$ cat src/sv/sfr_pkg.sv
// ----------------------------------------------------------------------------
// sfr_pkg
// Shared types and constants for the serial frame receiver with checksum.
// ----------------------------------------------------------------------------
package sfr_pkg;

  // frame delimiters and fixed body length
  localparam logic [7:0] StartByte = 8'h7E;
  localparam logic [7:0] EndByte   = 8'hEF;
  localparam logic [7:0] BodyLen   = 8'd6;

  // number of stored bytes per frame (six body bytes and two checksum bytes)
  localparam int unsigned NumFrameBytes = 8;
  localparam int unsigned FrameIdxW     = $clog2(NumFrameBytes);

  // receive phase: idle, then one phase per stored byte, then the end byte
  typedef enum logic [3:0] {
    PH_IDLE  = 4'd0,
    PH_VER   = 4'd1,
    PH_LEN   = 4'd2,
    PH_CMD   = 4'd3,
    PH_FB    = 4'd4,
    PH_DHI   = 4'd5,
    PH_DLO   = 4'd6,
    PH_CKHI  = 4'd7,
    PH_CKLO  = 4'd8,
    PH_END   = 4'd9
  } phase_e;

  // frame status codes
  typedef enum logic [1:0] {
    ST_OK      = 2'd0,
    ST_BAD_END = 2'd1,
    ST_BAD_SUM = 2'd2,
    ST_BAD_LEN = 2'd3
  } status_e;

  typedef logic [7:0] byte_t;

endpackage

$ cat src/sv/serial_frame_receiver_checksum_core.sv
// ----------------------------------------------------------------------------
// serial_frame_receiver_checksum_core
// Collects received serial bytes into a start-delimited frame, checks the end
// byte, the length field and the 16-bit checksum, and emits one result word
// per frame.
// ----------------------------------------------------------------------------
// Output: the result word is registered and valid in the cycle after the end byte is accepted.
// Throughput: one byte per cycle; the only back-pressure is an end byte that
// arrives while the previous result is still held and stalled in the output
// register.
// Reset: receive phase returns to idle, the checksum accumulator and the output
// valid clear; stored frame bytes are not reset.
module serial_frame_receiver_checksum_core (
  input  logic        clk_i,
  input  logic        rst_ni,
  // byte input
  input  logic        rx_valid_i,
  output logic        rx_stall_o,
  input  logic [7:0]  rx_byte_i,
  // frame result
  output logic        frame_valid_o,
  input  logic        frame_stall_i,
  output logic [1:0]  frame_status_o,
  output logic [7:0]  version_byte_o,
  output logic [7:0]  length_byte_o,
  output logic [7:0]  command_code_o,
  output logic [7:0]  feedback_byte_o,
  output logic [15:0] data_word_o
);

  sfr_pkg::phase_e  phase_q, phase_d;
  sfr_pkg::byte_t   frame_q [sfr_pkg::NumFrameBytes];
  logic [15:0]      sum_q, sum_d;
  logic             rx_acc;
  logic             end_acc;
  logic             store_en;
  logic [sfr_pkg::FrameIdxW-1:0] store_idx;
  sfr_pkg::status_e status_d;

  logic             res_valid_q;
  sfr_pkg::status_e res_status_q;
  sfr_pkg::byte_t   res_ver_q, res_len_q, res_cmd_q, res_fb_q;
  logic [15:0]      res_data_q;

  // only an end byte needs room in the output register
  assign rx_stall_o = res_valid_q && frame_stall_i && (phase_q == sfr_pkg::PH_END);
  assign rx_acc     = rx_valid_i && !rx_stall_o;
  assign end_acc    = rx_acc && (phase_q == sfr_pkg::PH_END);

  // next phase, byte store control and checksum accumulation
  always_comb begin
    phase_d   = phase_q;
    sum_d     = sum_q;
    store_en  = 1'b0;
    store_idx = '0;
    if (rx_acc) begin
      case (phase_q)
        sfr_pkg::PH_VER, sfr_pkg::PH_LEN, sfr_pkg::PH_CMD,
        sfr_pkg::PH_FB, sfr_pkg::PH_DHI, sfr_pkg::PH_DLO: begin
          store_en  = 1'b1;
          store_idx = sfr_pkg::FrameIdxW'(phase_q - 4'd1);
          sum_d     = sum_q + {8'h00, rx_byte_i};
          phase_d   = sfr_pkg::phase_e'(phase_q + 4'd1);
        end
        sfr_pkg::PH_CKHI: begin
          // checksum high byte folds into the sum at weight 256
          store_en  = 1'b1;
          store_idx = sfr_pkg::FrameIdxW'(phase_q - 4'd1);
          sum_d     = sum_q + {rx_byte_i, 8'h00};
          phase_d   = sfr_pkg::PH_CKLO;
        end
        sfr_pkg::PH_CKLO: begin
          store_en  = 1'b1;
          store_idx = sfr_pkg::FrameIdxW'(phase_q - 4'd1);
          sum_d     = sum_q + {8'h00, rx_byte_i};
          phase_d   = sfr_pkg::PH_END;
        end
        sfr_pkg::PH_END: begin
          sum_d   = '0;
          phase_d = sfr_pkg::PH_IDLE;
        end
        default: begin
          // idle: wait for the start byte
          if (rx_byte_i == sfr_pkg::StartByte) begin
            sum_d   = '0;
            phase_d = sfr_pkg::PH_VER;
          end else begin
            phase_d = sfr_pkg::PH_IDLE;
          end
        end
      endcase
    end
  end

  // frame status, end marker first, then length, then checksum
  always_comb begin
    if (rx_byte_i != sfr_pkg::EndByte) begin
      status_d = sfr_pkg::ST_BAD_END;
    end else if (frame_q[1] != sfr_pkg::BodyLen) begin
      status_d = sfr_pkg::ST_BAD_LEN;
    end else if (sum_q != 16'h0000) begin
      status_d = sfr_pkg::ST_BAD_SUM;
    end else begin
      status_d = sfr_pkg::ST_OK;
    end
  end

  // control state
  always_ff @(posedge clk_i or negedge rst_ni) begin
    if (!rst_ni) begin
      phase_q <= sfr_pkg::PH_IDLE;
      sum_q   <= '0;
    end else begin
      phase_q <= phase_d;
      sum_q   <= sum_d;
    end
  end

  // stored frame bytes
  always_ff @(posedge clk_i) begin
    if (store_en) begin
      frame_q[store_idx] <= rx_byte_i;
    end
  end

  // output valid
  always_ff @(posedge clk_i or negedge rst_ni) begin
    if (!rst_ni) begin
      res_valid_q <= 1'b0;
    end else if (end_acc) begin
      res_valid_q <= 1'b1;
    end else if (!frame_stall_i) begin
      res_valid_q <= 1'b0;
    end
  end

  // output payload
  always_ff @(posedge clk_i) begin
    if (end_acc) begin
      res_status_q <= status_d;
      res_ver_q    <= frame_q[0];
      res_len_q    <= frame_q[1];
      res_cmd_q    <= frame_q[2];
      res_fb_q     <= frame_q[3];
      res_data_q   <= {frame_q[4], frame_q[5]};
    end
  end

  assign frame_valid_o   = res_valid_q;
  assign frame_status_o  = res_status_q;
  assign version_byte_o  = res_ver_q;
  assign length_byte_o   = res_len_q;
  assign command_code_o  = res_cmd_q;
  assign feedback_byte_o = res_fb_q;
  assign data_word_o     = res_data_q;

  // an accepted end byte always produces a result word next cycle
  assert property (@(posedge clk_i) disable iff (!rst_ni)
    end_acc |=> res_valid_q)
    else $error("end byte accepted without a result word");

  // an end byte is never taken while a stalled result is still held
  assert property (@(posedge clk_i) disable iff (!rst_ni)
    !(end_acc && res_valid_q && frame_stall_i))
    else $error("result word overwritten while stalled");

  // an ok status implies a length field of six
  assert property (@(posedge clk_i) disable iff (!rst_ni)
    (res_valid_q && (res_status_q == sfr_pkg::ST_OK)) |-> (res_len_q == sfr_pkg::BodyLen))
    else $error("ok status with wrong length field");

endmodule

$ cat config.mk
export PLATFORM = sky130hd
export DESIGN_NAME = serial_frame_receiver_checksum_core
export DESIGN_NICKNAME = d
export VERILOG_FILES = /design/src/sv/sfr_pkg.sv /design/src/sv/serial_frame_receiver_checksum_core.sv
export SDC_FILE = /design/constraint.sdc
export NUM_CORES = 1
export LEC_CHECK = 0
export BUFFER_PORTS_ARGS = -buffer_cell sky130_fd_sc_hd__buf_4
export CORE_MARGIN = 5
export CORE_UTILIZATION = 28
export DETAILED_ROUTE_END_ITERATION = 8
export PLACE_DENSITY = 0.53
export SETUP_SLACK_MARGIN = 0.05
export SYNTH_ARGS = -nofsm -noshare
export SYNTH_HDL_FRONTEND = slang
export SYNTH_SLANG_ARGS = --single-unit
$ cat constraint.sdc
create_clock -name clk_i -period 3.45 [get_ports clk_i]
set_input_delay 0.1725 -clock clk_i [delete_from_list [all_inputs] [get_ports clk_i]]
set_output_delay 0.1725 -clock clk_i [all_outputs]
set_load 0.02 [all_outputs]
==> flow_metrics.tcl <==
set metrics [dict create \
    p_int_mw 3.20 \
    outcome "complete, no violations" \
    vias 3080 \
    p_sw_share_pct 27.9 \
    grt_pass1_wl_mm 17.2 \
    regToRegStartpoint "phase_q[0]" \
    hold_depth 3 \
    grt_pass1_vias 3129 \
    cts_buffers 17 \
    synthFlopType "edfxtp_1" \
    dieArea_um2 20700 \
    yosysTopAreaCellShare_pct 58.8 \
    setup_viol 0 \
    totalWireLength_mm 10.9 \
    dp_hpwl_mm 7.62 \
    grt.total_usage_pct 11.1 \
    overflow 0 \
    firstDrtPassIters 4 \
    end_kind "flop" \
    synthTopCellsByCount "edfxtp_1 (98), nand2_1 (31), dfrtp_1 (21)" \
    postPlaceCellArea_um2 5780 \
    pin_count 64 \
    p_per_area_nw_per_um2 695 \
    nNetsFinal 457 \
    grt_max_degree 51 \
    fmaxAchievable_mhz 335 \
    cts_resized 0 \
    remaining_drc_errors 0 \
    synth_edf_count 98 \
    cp.depth 6 \
    drive_gt1_share_pct 26.0 \
    crit_arrival_ns 3.01 \
    startpoint_type "flop" \
    yosys_warnings 0 \
    crit_slowest_cell "o22ai_1" \
    syn_nets 374 \
    dp.cells 632 \
    netlist_area_um2 5010 \
    synthArstFlopShare_pct 17.6 \
    dieHeight_um 144 \
    post-synth-top-count-cell "edfxtp_1" \
    post-route-period-util_pct 86.5 \
    synth_top_area_cell "edfxtp_1" \
    final_area_um2 6380 \
    ant_nets 0 \
    period_needed_ns 2.98 \
    clockPowerShare_pct 39.7 \
    cp_num_buf_inv 1 \
    p_comb_share_pct 20.7 \
    cts_tree "built" \
    core_um2 17800 \
    worst-setup-path-type "flop to flop" \
    critical-path-top-delay-family "compound AO/OA/AOI/OAI gates" \
    fin_tns_setup_ns 0 \
    worstPathMaxFanout 9 \
    worst_pin_slew_ns 0.816 \
    rsz0062_at_grt "no" \
    pwr-share-seq_pct 39.6 \
    diodes 0 \
    ys_ff_latch 119 \
    place.gp.congestion 0.859 \
    hold_end "phase_q[2]" \
    clock_path_buffers 2 \
    final_cells 664 \
    post_drt_wl_per_cell_um 16.3 \
    path_clk_slew_ns 0.05 \
    vias_per_cell 4.64 \
    drv_slew 0 \
    clock_sinks 119 \
    h-tree-depth 4 \
    antenna_found_initial 0 \
    syn_avg_cell_area_um2 14.7 \
    first_iter_violations 248 \
    crit_required_ns 3.48 \
    clock_skew_ns 0.0167 \
    critPathMaxStageDelay_ns 0.67 \
    hold_viol_final 0 \
    r2r_cells 6 \
    rows 49 \
    hold_path.class "primary input to flop" \
    synthTopCellsByArea "edfxtp_1 (59%), dfrtp_1 (10%), ha_1 (5.0%)" \
    maxCapViolCount 0 \
    syn2layout_area_growth_pct 27.4 \
    r2r_end "frame_q[0][2]" \
    path_cells "inv_1 -> ha_1 -> a211oi_2 -> o22ai_1 -> o211ai_1 -> nor2_1" \
    yosysUniqueCellTypes 60 \
    r2r_slack_ns 0.47 \
    ys_seq_area_share_pct 69.2 \
    hold_buffers 1 \
    min_from "rx_valid_i" \
    io_buffer_count 63 \
    initial_core_util_pct 28.2 \
    p_switching_mw 1.24 \
    fp.dieW_um 144 \
    worst_skew_pair.late_latency_ns 0.41 \
    worst_slew_margin_rel_pct 45.6 \
    post-cts-setup-buffers 0 \
    vdd_drop_max_mv 0.445 \
    total_leakage_power_nw 2.36 \
    root_buffer "clkbuf_16" \
    syn_inst 340 \
]
-- cells by family after synthesis --
kind of cell	Yosys count	share of synthesized area [%]
AOI/OAI and AO/OA	84	12.5
muxes	1	0.200
DFF	119	69.2
buffers and inverters	17	1.70
adders and majority gates	22	5.80
and+or+nand+nor	86	8.67
xor gates and xnor gates	11	1.92
-- layer usage --
layer | track usage, % | vias to the layer above | routed length (um)
met2 | 16.4 | 81 | 4970
met4 | 4.56 | 0 | 169
li1 | - | 1474 | -
met1 | 15.2 | 1514 | 5130
met5 | 0 | - | 0
met3 | 3.29 | 11 | 580
-- power groups by stage --
stage | Clock [mW] | Combinational, mW | Sequential [mW]
floorplan | 0 | 0.716 | 1.75
global placement | 0 | 0.898 | 1.78
detailed placement | 0 | 0.915 | 1.78
CTS | 1.81 | 0.922 | 1.75
global route | 1.88 | 1.03 | 1.77
finish | 1.76 | 0.917 | 1.76
-- worst register-to-register path, stage by stage, from the launching register on --
cell,delay (ns)
dfrtp_1,0.47
inv_1,0.19
ha_1,0.30
a211oi_2,0.15
o22ai_1,0.67
o211ai_1,0.25
nor2_1,0.58
-- metrics by stage --
step	total power, mW	utilization, %	setup slack, ns	hold WS (ns)
after floorplan	2.46	-	0.640	-0.123
after global placement	2.68	32.5	0.632	0.0966
final	4.43	35.9	0.467	0.0479
after global routing	4.68	35.9	0.262	0.0405
after CTS	4.49	35.9	0.473	0.0241
after detailed placement	2.70	32.5	0.477	0.0943
-- state kept, by name, indices dropped and copies added (netlist names) --
signal / cells
sum_q: 16
frame_valid_o: 1
data_word_o: 16
frame_status_o: 2
feedback_byte_o: 8
length_byte_o: 8
version_byte_o: 8
phase_q: 4
frame_q: 48
command_code_o: 8
-- layout make-up --
cell class,instances,area [um^2]
fillers,1750,11400
flip-flops and latches,119,3470
multi-input cells,204,1460
repair buffers,70,528
clock buffers,20,437
well taps,229,287
clock inverters,11,156
inverters,11,41.3
-- cell usage in the layout, fill, tap and decap left out, types with 2 or more instances in the layout --
cell | synthesis | final
nor2_1 | 14 | 13
o32ai_2 | 2 | 2
o21a_2 | 2 | 2
o211ai_1 | 7 | 7
dfrtp_1 | 21 | 21
nand4_1 | 2 | 2
nand2_1 | 31 | 31
a22oi_1 | 2 | 2
xnor2_1 | 4 | 4
ha_1 | 20 | 20
and3_2 | 2 | 2
or3_1 | 3 | 3
o2bb2ai_1 | 3 | 3
nand3b_1 | 2 | 2
o22ai_1 | 2 | 2
a21boi_0 | 2 | 2
o31ai_1 | 5 | 5
clkbuf_1 | 1 | 3
inv_1 | 11 | 11
nand3_1 | 4 | 4
a31oi_1 | 3 | 3
a21oi_2 | 2 | 2
nor4_1 | 8 | 8
o21a_1 | 3 | 3
bufinv_16 | 0 | 4
clkinv_1 | 0 | 4
o21ai_0 | 18 | 18
xor2_1 | 7 | 7
nand2b_1 | 6 | 6
buf_4 | 1 | 69
edfxtp_1 | 98 | 98
a211oi_1 | 2 | 2
o21ai_1 | 2 | 2
a21oi_1 | 10 | 10
nor3_1 | 7 | 7
clkbuf_16 | 0 | 17
a21o_1 | 4 | 4
fa_1 | 2 | 2
-- worst max path at each step --
stage                     slack, ns       start                end
after floorplan                0.64  phase_q[0]  command_code_o[0]
after global placement         0.63  phase_q[0]      frame_q[0][1]
after detailed placement       0.48  phase_q[0]      frame_q[0][1]
after CTS                      0.47  phase_q[0]      frame_q[0][3]
after global routing           0.26  phase_q[0]      frame_q[0][0]
final                          0.47  phase_q[0]      frame_q[0][2]
Power figures use the tool's default switching activity.
